--- src/rtl/core/qwfi_pkg.sv ---
// Shared types and defaults for the queue with front insert and max promote.
package qwfi_pkg;

  localparam int DEPTH_DEF     = 16;
  localparam int KEY_WIDTH_DEF = 32;

  typedef enum logic [1:0] {
    OP_ENQ   = 2'd0,
    OP_DEQ   = 2'd1,
    OP_PUSHF = 2'd2,
    OP_MAXF  = 2'd3
  } op_t;

  typedef enum logic [1:0] {
    ST_OK    = 2'd0,
    ST_EMPTY = 2'd1,
    ST_FULL  = 2'd2
  } status_t;

  typedef enum logic [2:0] {
    S_IDLE,
    S_DEQ,
    S_SCAN,
    S_PRIME,
    S_SHIFT,
    S_PUT,
    S_DONE
  } state_t;

  typedef struct packed {
    op_t                op;
    logic signed [31:0] key_in;
  } in_t;

  typedef struct packed {
    logic signed [31:0] key_out;
    status_t            status;
    logic [4:0]         count;
  } out_t;

endpackage

--- src/rtl/core/queue_with_front_insert_and_max_promote.sv ---
// Top level of the bounded key queue with front insert and max promote.
// Usage:
//   Each request on the in_ channel carries an operation (enqueue, dequeue,
//   push front, move greatest key to front) and a key. Exactly one result
//   leaves on the out_ channel per request: key, status and key count.
//   Requests are handled one at a time; in_ready is low while one is in work.
//   Enqueue, push front and refused requests go from acceptance straight to
//   the result state and from there to the output register; dequeue first
//   passes a read state. Move-max scans the stored keys through the single
//   read port and the shared comparator, then goes to the result state when
//   the greatest key is already at the front, or else primes a read, shifts
//   the keys ahead of it back by one place and writes it at the front.
//   The result sits in an output register, so a new request is accepted
//   while it waits; a stalled receiver holds the next finished result in the
//   sequencer until the register frees.
//   Synchronous reset empties the queue; the key store itself is not cleared.
module queue_with_front_insert_and_max_promote #(
  parameter int DEPTH     = qwfi_pkg::DEPTH_DEF,
  parameter int KEY_WIDTH = qwfi_pkg::KEY_WIDTH_DEF
) (
  input  logic           clk,
  input  logic           rst_n,
  input  logic           in_valid,
  output logic           in_ready,
  input  qwfi_pkg::in_t  in_data,
  output logic           out_valid,
  input  logic           out_ready,
  output qwfi_pkg::out_t out_data
);
  import qwfi_pkg::*;

  localparam int IDX_W = $clog2(DEPTH);

  logic                 res_valid;
  logic                 res_ready;
  out_t                 res_data;
  logic                 mem_we;
  logic [IDX_W-1:0]     mem_waddr;
  logic [KEY_WIDTH-1:0] mem_wdata;
  logic                 mem_re;
  logic [IDX_W-1:0]     mem_raddr;
  logic [KEY_WIDTH-1:0] mem_rdata;
  logic                 out_valid_r;
  out_t                 out_data_r;

  qwfi_ctrl #(
    .DEPTH     (DEPTH),
    .KEY_WIDTH (KEY_WIDTH)
  ) u_ctrl (
    .clk       (clk),
    .rst_n     (rst_n),
    .in_valid  (in_valid),
    .in_ready  (in_ready),
    .in_data   (in_data),
    .res_valid (res_valid),
    .res_ready (res_ready),
    .res_data  (res_data),
    .mem_we    (mem_we),
    .mem_waddr (mem_waddr),
    .mem_wdata (mem_wdata),
    .mem_re    (mem_re),
    .mem_raddr (mem_raddr),
    .mem_rdata (mem_rdata)
  );

  qwfi_ram #(
    .DEPTH (DEPTH),
    .WIDTH (KEY_WIDTH)
  ) u_ram (
    .clk   (clk),
    .we    (mem_we),
    .waddr (mem_waddr),
    .wdata (mem_wdata),
    .re    (mem_re),
    .raddr (mem_raddr),
    .rdata (mem_rdata)
  );

  assign res_ready = !out_valid_r || out_ready;
  assign out_valid = out_valid_r;
  assign out_data  = out_data_r;

  always_ff @(posedge clk) begin
    if (!rst_n) begin
      out_valid_r <= 1'b0;
    end else if (res_valid && res_ready) begin
      out_valid_r <= 1'b1;
    end else if (out_ready) begin
      out_valid_r <= 1'b0;
    end
  end

  always_ff @(posedge clk) begin
    if (res_valid && res_ready) begin
      out_data_r <= res_data;
    end
  end

  // Only one request is in work at a time.
  a_one_in_work: assert property (@(posedge clk) disable iff (!rst_n)
    in_valid && in_ready |=> !in_ready)
    else $error("request accepted while another is in work");

  a_no_result_when_idle: assert property (@(posedge clk) disable iff (!rst_n)
    !(in_ready && res_valid))
    else $error("sequencer offers a result while idle");

  a_refused_key_zero: assert property (@(posedge clk) disable iff (!rst_n)
    out_valid && (out_data.status == ST_FULL || out_data.status == ST_EMPTY)
      |-> out_data.key_out == '0)
    else $error("refused request returns a nonzero key");

  a_empty_count_zero: assert property (@(posedge clk) disable iff (!rst_n)
    out_valid && out_data.status == ST_EMPTY |-> out_data.count == '0)
    else $error("empty status with a nonzero count");

endmodule

--- src/rtl/core/qwfi_ram.sv ---
// Key store: one write port and one registered read port.
module qwfi_ram #(
  parameter int DEPTH = qwfi_pkg::DEPTH_DEF,
  parameter int WIDTH = qwfi_pkg::KEY_WIDTH_DEF
) (
  input  logic                     clk,
  input  logic                     we,
  input  logic [$clog2(DEPTH)-1:0] waddr,
  input  logic [WIDTH-1:0]         wdata,
  input  logic                     re,
  input  logic [$clog2(DEPTH)-1:0] raddr,
  output logic [WIDTH-1:0]         rdata
);

  logic [WIDTH-1:0] mem [DEPTH];

  always_ff @(posedge clk) begin
    if (we) begin
      mem[waddr] <= wdata;
    end
  end

  always_ff @(posedge clk) begin
    if (re) begin
      rdata <= mem[raddr];
    end
  end

endmodule

--- src/rtl/core/qwfi_ctrl.sv ---
// Sequencer and shared compare datapath that run each queue operation.
module qwfi_ctrl #(
  parameter int DEPTH     = qwfi_pkg::DEPTH_DEF,
  parameter int KEY_WIDTH = qwfi_pkg::KEY_WIDTH_DEF
) (
  input  logic                     clk,
  input  logic                     rst_n,
  input  logic                     in_valid,
  output logic                     in_ready,
  input  qwfi_pkg::in_t            in_data,
  output logic                     res_valid,
  input  logic                     res_ready,
  output qwfi_pkg::out_t           res_data,
  output logic                     mem_we,
  output logic [$clog2(DEPTH)-1:0] mem_waddr,
  output logic [KEY_WIDTH-1:0]     mem_wdata,
  output logic                     mem_re,
  output logic [$clog2(DEPTH)-1:0] mem_raddr,
  input  logic [KEY_WIDTH-1:0]     mem_rdata
);
  import qwfi_pkg::*;

  localparam int IDX_W = $clog2(DEPTH);
  localparam int CNT_W = $clog2(DEPTH + 1);

  state_t               state_r, state_nxt;
  logic [IDX_W-1:0]     head_r, head_nxt;
  logic [CNT_W-1:0]     count_r, count_nxt;
  logic [IDX_W-1:0]     off_r, off_nxt;
  logic [IDX_W-1:0]     best_r, best_nxt;
  logic [IDX_W-1:0]     w_r, w_nxt;
  logic [KEY_WIDTH-1:0] mx_r, mx_nxt;
  out_t                 res_r, res_nxt;

  logic                 full;
  logic                 empty;
  logic                 last;
  logic                 take;
  logic signed [63:0]   kin_ext;
  logic [KEY_WIDTH-1:0] kin;

  // Ring position of the entry that is off places behind hd.
  function automatic logic [IDX_W-1:0] slot(logic [IDX_W-1:0] hd, logic [IDX_W-1:0] off);
    logic [IDX_W:0] s;
    s = {1'b0, hd} + {1'b0, off};
    if (s >= (IDX_W + 1)'(DEPTH)) begin
      s = s - (IDX_W + 1)'(DEPTH);
    end
    return s[IDX_W-1:0];
  endfunction

  function automatic logic signed [31:0] key_to_out(logic [KEY_WIDTH-1:0] k);
    logic signed [KEY_WIDTH-1:0] ks;
    logic signed [63:0]          w;
    ks = k;
    w  = 64'(ks);
    return w[31:0];
  endfunction

  function automatic logic [4:0] cnt_to_out(logic [CNT_W-1:0] c);
    logic [CNT_W+4:0] ext;
    ext = {5'b0, c};
    return ext[4:0];
  endfunction

  assign full    = (count_r == CNT_W'(DEPTH));
  assign empty   = (count_r == '0);
  assign last    = ((CNT_W'(off_r) + CNT_W'(1)) == count_r);
  assign kin_ext = 64'(in_data.key_in);
  assign kin     = kin_ext[KEY_WIDTH-1:0];
  assign take    = (off_r == '0) || ($signed(mem_rdata) > $signed(mx_r));
  assign res_data = res_r;

  always_ff @(posedge clk) begin
    if (!rst_n) begin
      state_r <= S_IDLE;
      head_r  <= '0;
      count_r <= '0;
    end else begin
      state_r <= state_nxt;
      head_r  <= head_nxt;
      count_r <= count_nxt;
    end
  end

  always_ff @(posedge clk) begin
    off_r  <= off_nxt;
    best_r <= best_nxt;
    w_r    <= w_nxt;
    mx_r   <= mx_nxt;
    res_r  <= res_nxt;
  end

  // Next state.
  always_comb begin
    state_nxt = state_r;
    case (state_r)
      S_IDLE: begin
        if (in_valid) begin
          case (in_data.op)
            OP_DEQ:  state_nxt = empty ? S_DONE : S_DEQ;
            OP_MAXF: state_nxt = empty ? S_DONE : S_SCAN;
            default: state_nxt = S_DONE;
          endcase
        end
      end
      S_DEQ:   state_nxt = S_DONE;
      S_SCAN: begin
        if (last) begin
          state_nxt = (best_nxt == '0) ? S_DONE : S_PRIME;
        end
      end
      S_PRIME: state_nxt = S_SHIFT;
      S_SHIFT: begin
        if (w_r == IDX_W'(1)) begin
          state_nxt = S_PUT;
        end
      end
      S_PUT:   state_nxt = S_DONE;
      S_DONE: begin
        if (res_ready) begin
          state_nxt = S_IDLE;
        end
      end
      default: state_nxt = S_IDLE;
    endcase
  end

  // Datapath, memory ports and handshake outputs.
  always_comb begin
    head_nxt  = head_r;
    count_nxt = count_r;
    off_nxt   = off_r;
    best_nxt  = best_r;
    w_nxt     = w_r;
    mx_nxt    = mx_r;
    res_nxt   = res_r;
    mem_we    = 1'b0;
    mem_waddr = head_r;
    mem_wdata = mx_r;
    mem_re    = 1'b0;
    mem_raddr = head_r;
    in_ready  = 1'b0;
    res_valid = 1'b0;
    case (state_r)
      S_IDLE: begin
        in_ready = 1'b1;
        if (in_valid) begin
          case (in_data.op)
            OP_ENQ: begin
              if (full) begin
                res_nxt = '{key_out: '0, status: ST_FULL, count: cnt_to_out(count_r)};
              end else begin
                mem_we    = 1'b1;
                mem_waddr = slot(head_r, count_r[IDX_W-1:0]);
                mem_wdata = kin;
                count_nxt = count_r + CNT_W'(1);
                res_nxt   = '{key_out: '0, status: ST_OK, count: cnt_to_out(count_nxt)};
              end
            end
            OP_PUSHF: begin
              if (full) begin
                res_nxt = '{key_out: '0, status: ST_FULL, count: cnt_to_out(count_r)};
              end else begin
                head_nxt  = (head_r == '0) ? IDX_W'(DEPTH - 1) : head_r - IDX_W'(1);
                mem_we    = 1'b1;
                mem_waddr = head_nxt;
                mem_wdata = kin;
                count_nxt = count_r + CNT_W'(1);
                res_nxt   = '{key_out: '0, status: ST_OK, count: cnt_to_out(count_nxt)};
              end
            end
            default: begin
              // Dequeue and move-max both start by reading the front key.
              if (empty) begin
                res_nxt = '{key_out: '0, status: ST_EMPTY, count: cnt_to_out(count_r)};
              end else begin
                mem_re  = 1'b1;
                off_nxt = '0;
              end
            end
          endcase
        end
      end
      S_DEQ: begin
        head_nxt  = slot(head_r, IDX_W'(1));
        count_nxt = count_r - CNT_W'(1);
        res_nxt   = '{key_out: key_to_out(mem_rdata), status: ST_OK,
                      count: cnt_to_out(count_nxt)};
      end
      S_SCAN: begin
        // The data arriving now belongs to offset off_r; the next read is issued alongside.
        if (take) begin
          mx_nxt   = mem_rdata;
          best_nxt = off_r;
        end
        off_nxt   = off_r + IDX_W'(1);
        mem_re    = !last;
        mem_raddr = slot(head_r, off_nxt);
        if (last) begin
          w_nxt   = best_nxt;
          res_nxt = '{key_out: key_to_out(mx_nxt), status: ST_OK, count: cnt_to_out(count_r)};
        end
      end
      S_PRIME: begin
        mem_re    = 1'b1;
        mem_raddr = slot(head_r, w_r - IDX_W'(1));
      end
      S_SHIFT: begin
        // Each key ahead of the maximum moves one place back, from the back towards the front.
        mem_we    = 1'b1;
        mem_waddr = slot(head_r, w_r);
        mem_wdata = mem_rdata;
        mem_re    = (w_r >= IDX_W'(2));
        mem_raddr = slot(head_r, w_r - IDX_W'(2));
        w_nxt     = w_r - IDX_W'(1);
      end
      S_PUT: begin
        mem_we    = 1'b1;
        mem_waddr = head_r;
        mem_wdata = mx_r;
      end
      S_DONE: begin
        res_valid = 1'b1;
      end
      default: begin
      end
    endcase
  end

endmodule

--- config.mk ---
export PLATFORM = sky130hd
export DESIGN_NAME = queue_with_front_insert_and_max_promote
export DESIGN_NICKNAME = d
export VERILOG_FILES = /design/src/rtl/core/qwfi_pkg.sv /design/src/rtl/core/queue_with_front_insert_and_max_promote.sv /design/src/rtl/core/qwfi_ram.sv /design/src/rtl/core/qwfi_ctrl.sv
export SDC_FILE = /design/constraint.sdc
export NUM_CORES = 1
export LEC_CHECK = 0
export CORE_MARGIN = 2
export CORE_UTILIZATION = 40
export DETAILED_ROUTE_END_ITERATION = 10
export DONT_BUFFER_PORTS = 1
export PLACE_DENSITY = 0.57
export SLEW_MARGIN = 40
export SYNTH_ARGS = -nofsm -noshare
export SYNTH_HDL_FRONTEND = slang
export SYNTH_SLANG_ARGS = --single-unit
--- constraint.sdc ---
create_clock -name clk -period 9.95 [get_ports clk]
set_input_delay 0.4975 -clock clk [delete_from_list [all_inputs] [get_ports clk]]
set_output_delay 0.4975 -clock clk [all_outputs]
set_load 0.02 [all_outputs]
==> impl_metrics.json <==
{
  "grt.total_usage_pct": 18.9,
  "grt_max_degree": 170,
  "ys.flop_type": "edfxtp_1",
  "cts_tree": "done",
  "dp_hpwl_um": 40400,
  "wl_per_cell_um": 23.0,
  "final_hold_viol_count": 0,
  "placeableCoreArea_um2": 73000,
  "dr.pass1.iters": 7,
  "fp.dieW_um": 276,
  "rsz0062_at_grt": "no",
  "finalSetupViolations": 0,
  "synth_area_leaders": "edfxtp_1 67%, a211oi_1 5.8%, mux2i_1 2.4%",
  "postCtsSetupRepairBufs": 0,
  "drtIter0Drc": 1701,
  "port_buffers": 0,
  "io_pins": 79,
  "via_count": 17821,
  "grt_pass1_vias": 17112,
  "synth_compound_area_share_pct": 14.0,
  "syn_inst": 2110,
  "drt-vias-per-instance": 5.70,
  "dieHeight_um": 276,
  "synth_edf_count": 662,
  "outcome": "finished, final reports clean",
  "worstPathArrival_ns": 5.35,
  "ys_seq_area_share_pct": 68.5,
  "path_class": "register to register",
  "row_count": 99,
  "synth_top_family_by_area": "compound AO/OA/AOI/OAI gates",
  "synth_mux_area_share_pct": 3.75,
  "synth_nets": 2203,
  "max_freq_mhz": 204,
  "synth_most_common_cell": "edfxtp_1",
  "fin_crit_sh_pct": 49.2,
  "grt-ovfl-total": 0,
  "synth-seq-cells": 679,
  "cts_hold_buffers": 2,
  "syn-cell-area_um2": 29500,
  "initial_utilization_pct": 40.4,
  "cts.sinks": 679,
  "max_cap_viol_count": 0,
  "yosysUniqueCellTypes": 67,
  "synth_top_area_share_pct": 67.4,
  "timing.hold.ws_ns": 0.0390,
  "min_path_type": "input pin to register",
  "drc_errors": 0,
  "period_needed_ns": 4.90,
  "htree_levels": 3,
  "avgSynthCellArea_um2": 14.0,
  "crit_required_ns": 10.40,
  "clk_latency_ns": 0.62,
  "synth-simple-area-share_pct": 7.52,
  "syn2layout_area_growth_pct": 12.1,
  "synthAdderAreaFrac_pct": 2.41,
  "path_clk_slew_ns": 0.06,
  "antenna_found_initial": 3,
  "synth_xor_area_share_pct": 0.679,
  "async_flop_share_pct": 0,
  "ctsLongestPathBuffers": 3,
  "gp_congestion": 0.835,
  "cts_resized": 0,
  "drt-total-wl_um": 71700,
  "cp-start-kind": "register",
  "layout-drive-gt1-share_pct": 11.0,
  "skew_ns": 0.0192,
  "synth_warnings": 0,
  "cts_buffers": 72,
  "slew_headroom_pct": 45.7,
  "nets": 2204,
  "cp_max_fo": 104,
  "grt_pass1_wl_um": 107000,
  "yosysTopAreaCell": "edfxtp_1",
  "endpoint_kind": "register",
  "root_buffer": "clkbuf_16",
  "slew_violations": 0,
  "final_antenna_net_count": 0,
  "tns_ns": 0,
  "worst_slew_pin_slew_ns": 0.814,
  "die-area_um2": 75900,
  "synthTopCellsByCount": "662 x edfxtp_1, 226 x a211oi_1, 180 x nand2_1"
}
stage by stage:
stage | area (um2) | cells | utilization [%] | setup WS, ns
finish | 33100 | 3126 | 45.3 | 5.05
CTS | 33000 | 3121 | 45.3 | 5.06
global route | 33100 | 3124 | 45.3 | 4.57
global placement | 30600 | 2987 | 42.0 | 4.95
detailed placement | 30800 | 2993 | 42.2 | 5.13
floorplan | 29500 | 2110 | - | 5.88
critical path: stages, from the launching register on:
cell and delay (ns):
dfxtp_2 0.31, buf_4 0.46, inv_2 0.18, nor2_8 0.51, nand2_1 0.14, o211ai_1 0.13, ha_1 0.22, fa_1 0.47
mux2i_4 0.15, buf_4 0.60, buf_6 0.68, a211oi_1 0.15, a211oi_1 0.32, a21oi_1 0.07, a21oi_1 0.17
placed cells by master (no fill, tap or decap), drive strengths merged, types with 7 or more instances in the layout:
master  netlist  routed
buf          69      72
a22oi        67      67
mux2         32      32
nor3          9       9
nand4         9       9
a211oi      226     226
o21ai        72      72
o211ai        8       8
xor2         10      10
edfxtp      662     662
nor2         63      63
nor2b        69      69
nand3        13      13
a21oi       101     101
nand2b       10      10
a31oi        70      70
dfxtp        17      17
and2         72      72
nor4          8       8
nand2       180     180
a21o          7       7
mux2i        73      73
clkinv        1      30
clkbuf       78      88
inv          49      52
a22o         33      33
ha           52      52
xnor2        12      12
logic make-up after synthesis:
group / Yosys count
AOI/OAI and AO/OA: 609
xor gates and xnor gates: 22
adders and majority gates: 55
buffers and inverters: 197
DFF: 679
muxes: 105
and+or+nand+nor: 443
flip-flops by register name (all words and copies together) (netlist names):
| name | cells |
|---|---|
| u_ctrl.count_r | 5 |
| u_ctrl.off_r | 4 |
| u_ctrl.w_r | 4 |
| out_data | 39 |
| u_ram.rdata | 32 |
| u_ctrl.best_r | 4 |
| u_ram.mem | 512 |
| out_valid | 1 |
| u_ctrl.head_r | 4 |
| u_ctrl.res_data | 39 |
| u_ctrl.mx_r | 32 |
| u_ctrl.state_r | 3 |
layer usage:
metal,up-vias,share of wire (%),GRT usage (%)
met5,-,0,0
met1,8909,44,26.7
met4,0,2.0,5.83
met2,607,47,30.3
met3,98,6.8,2.58
li1,8207,-,-
final timing paths:
kind                            slack (ns)                 from          endpoint  cells past startpoint
worst max-delay path                  5.05    u_ctrl.state_r[2]   u_ram.rdata[19]                     14
worst min-delay path                  0.04                rst_n  u_ctrl.head_r[1]                      1
worst max register to register        5.05    u_ctrl.state_r[2]   u_ram.rdata[19]                     14
worst min register to register        0.41  u_ctrl.res_data[24]      out_data[24]                      0
final cells by class:
type,instances,area [um2]
antenna,4,10.0
multi-input combinational,1234,8550
timing repair buffer,74,666
inverter,50,188
sequential,679,20200
tap,959,1200
clock buffer,88,1880
fill,6426,39900
clock inverter,38,363
Power is not shown: default switching activity piles up to over one toggle a cycle in this logic, so the estimate is an artifact.
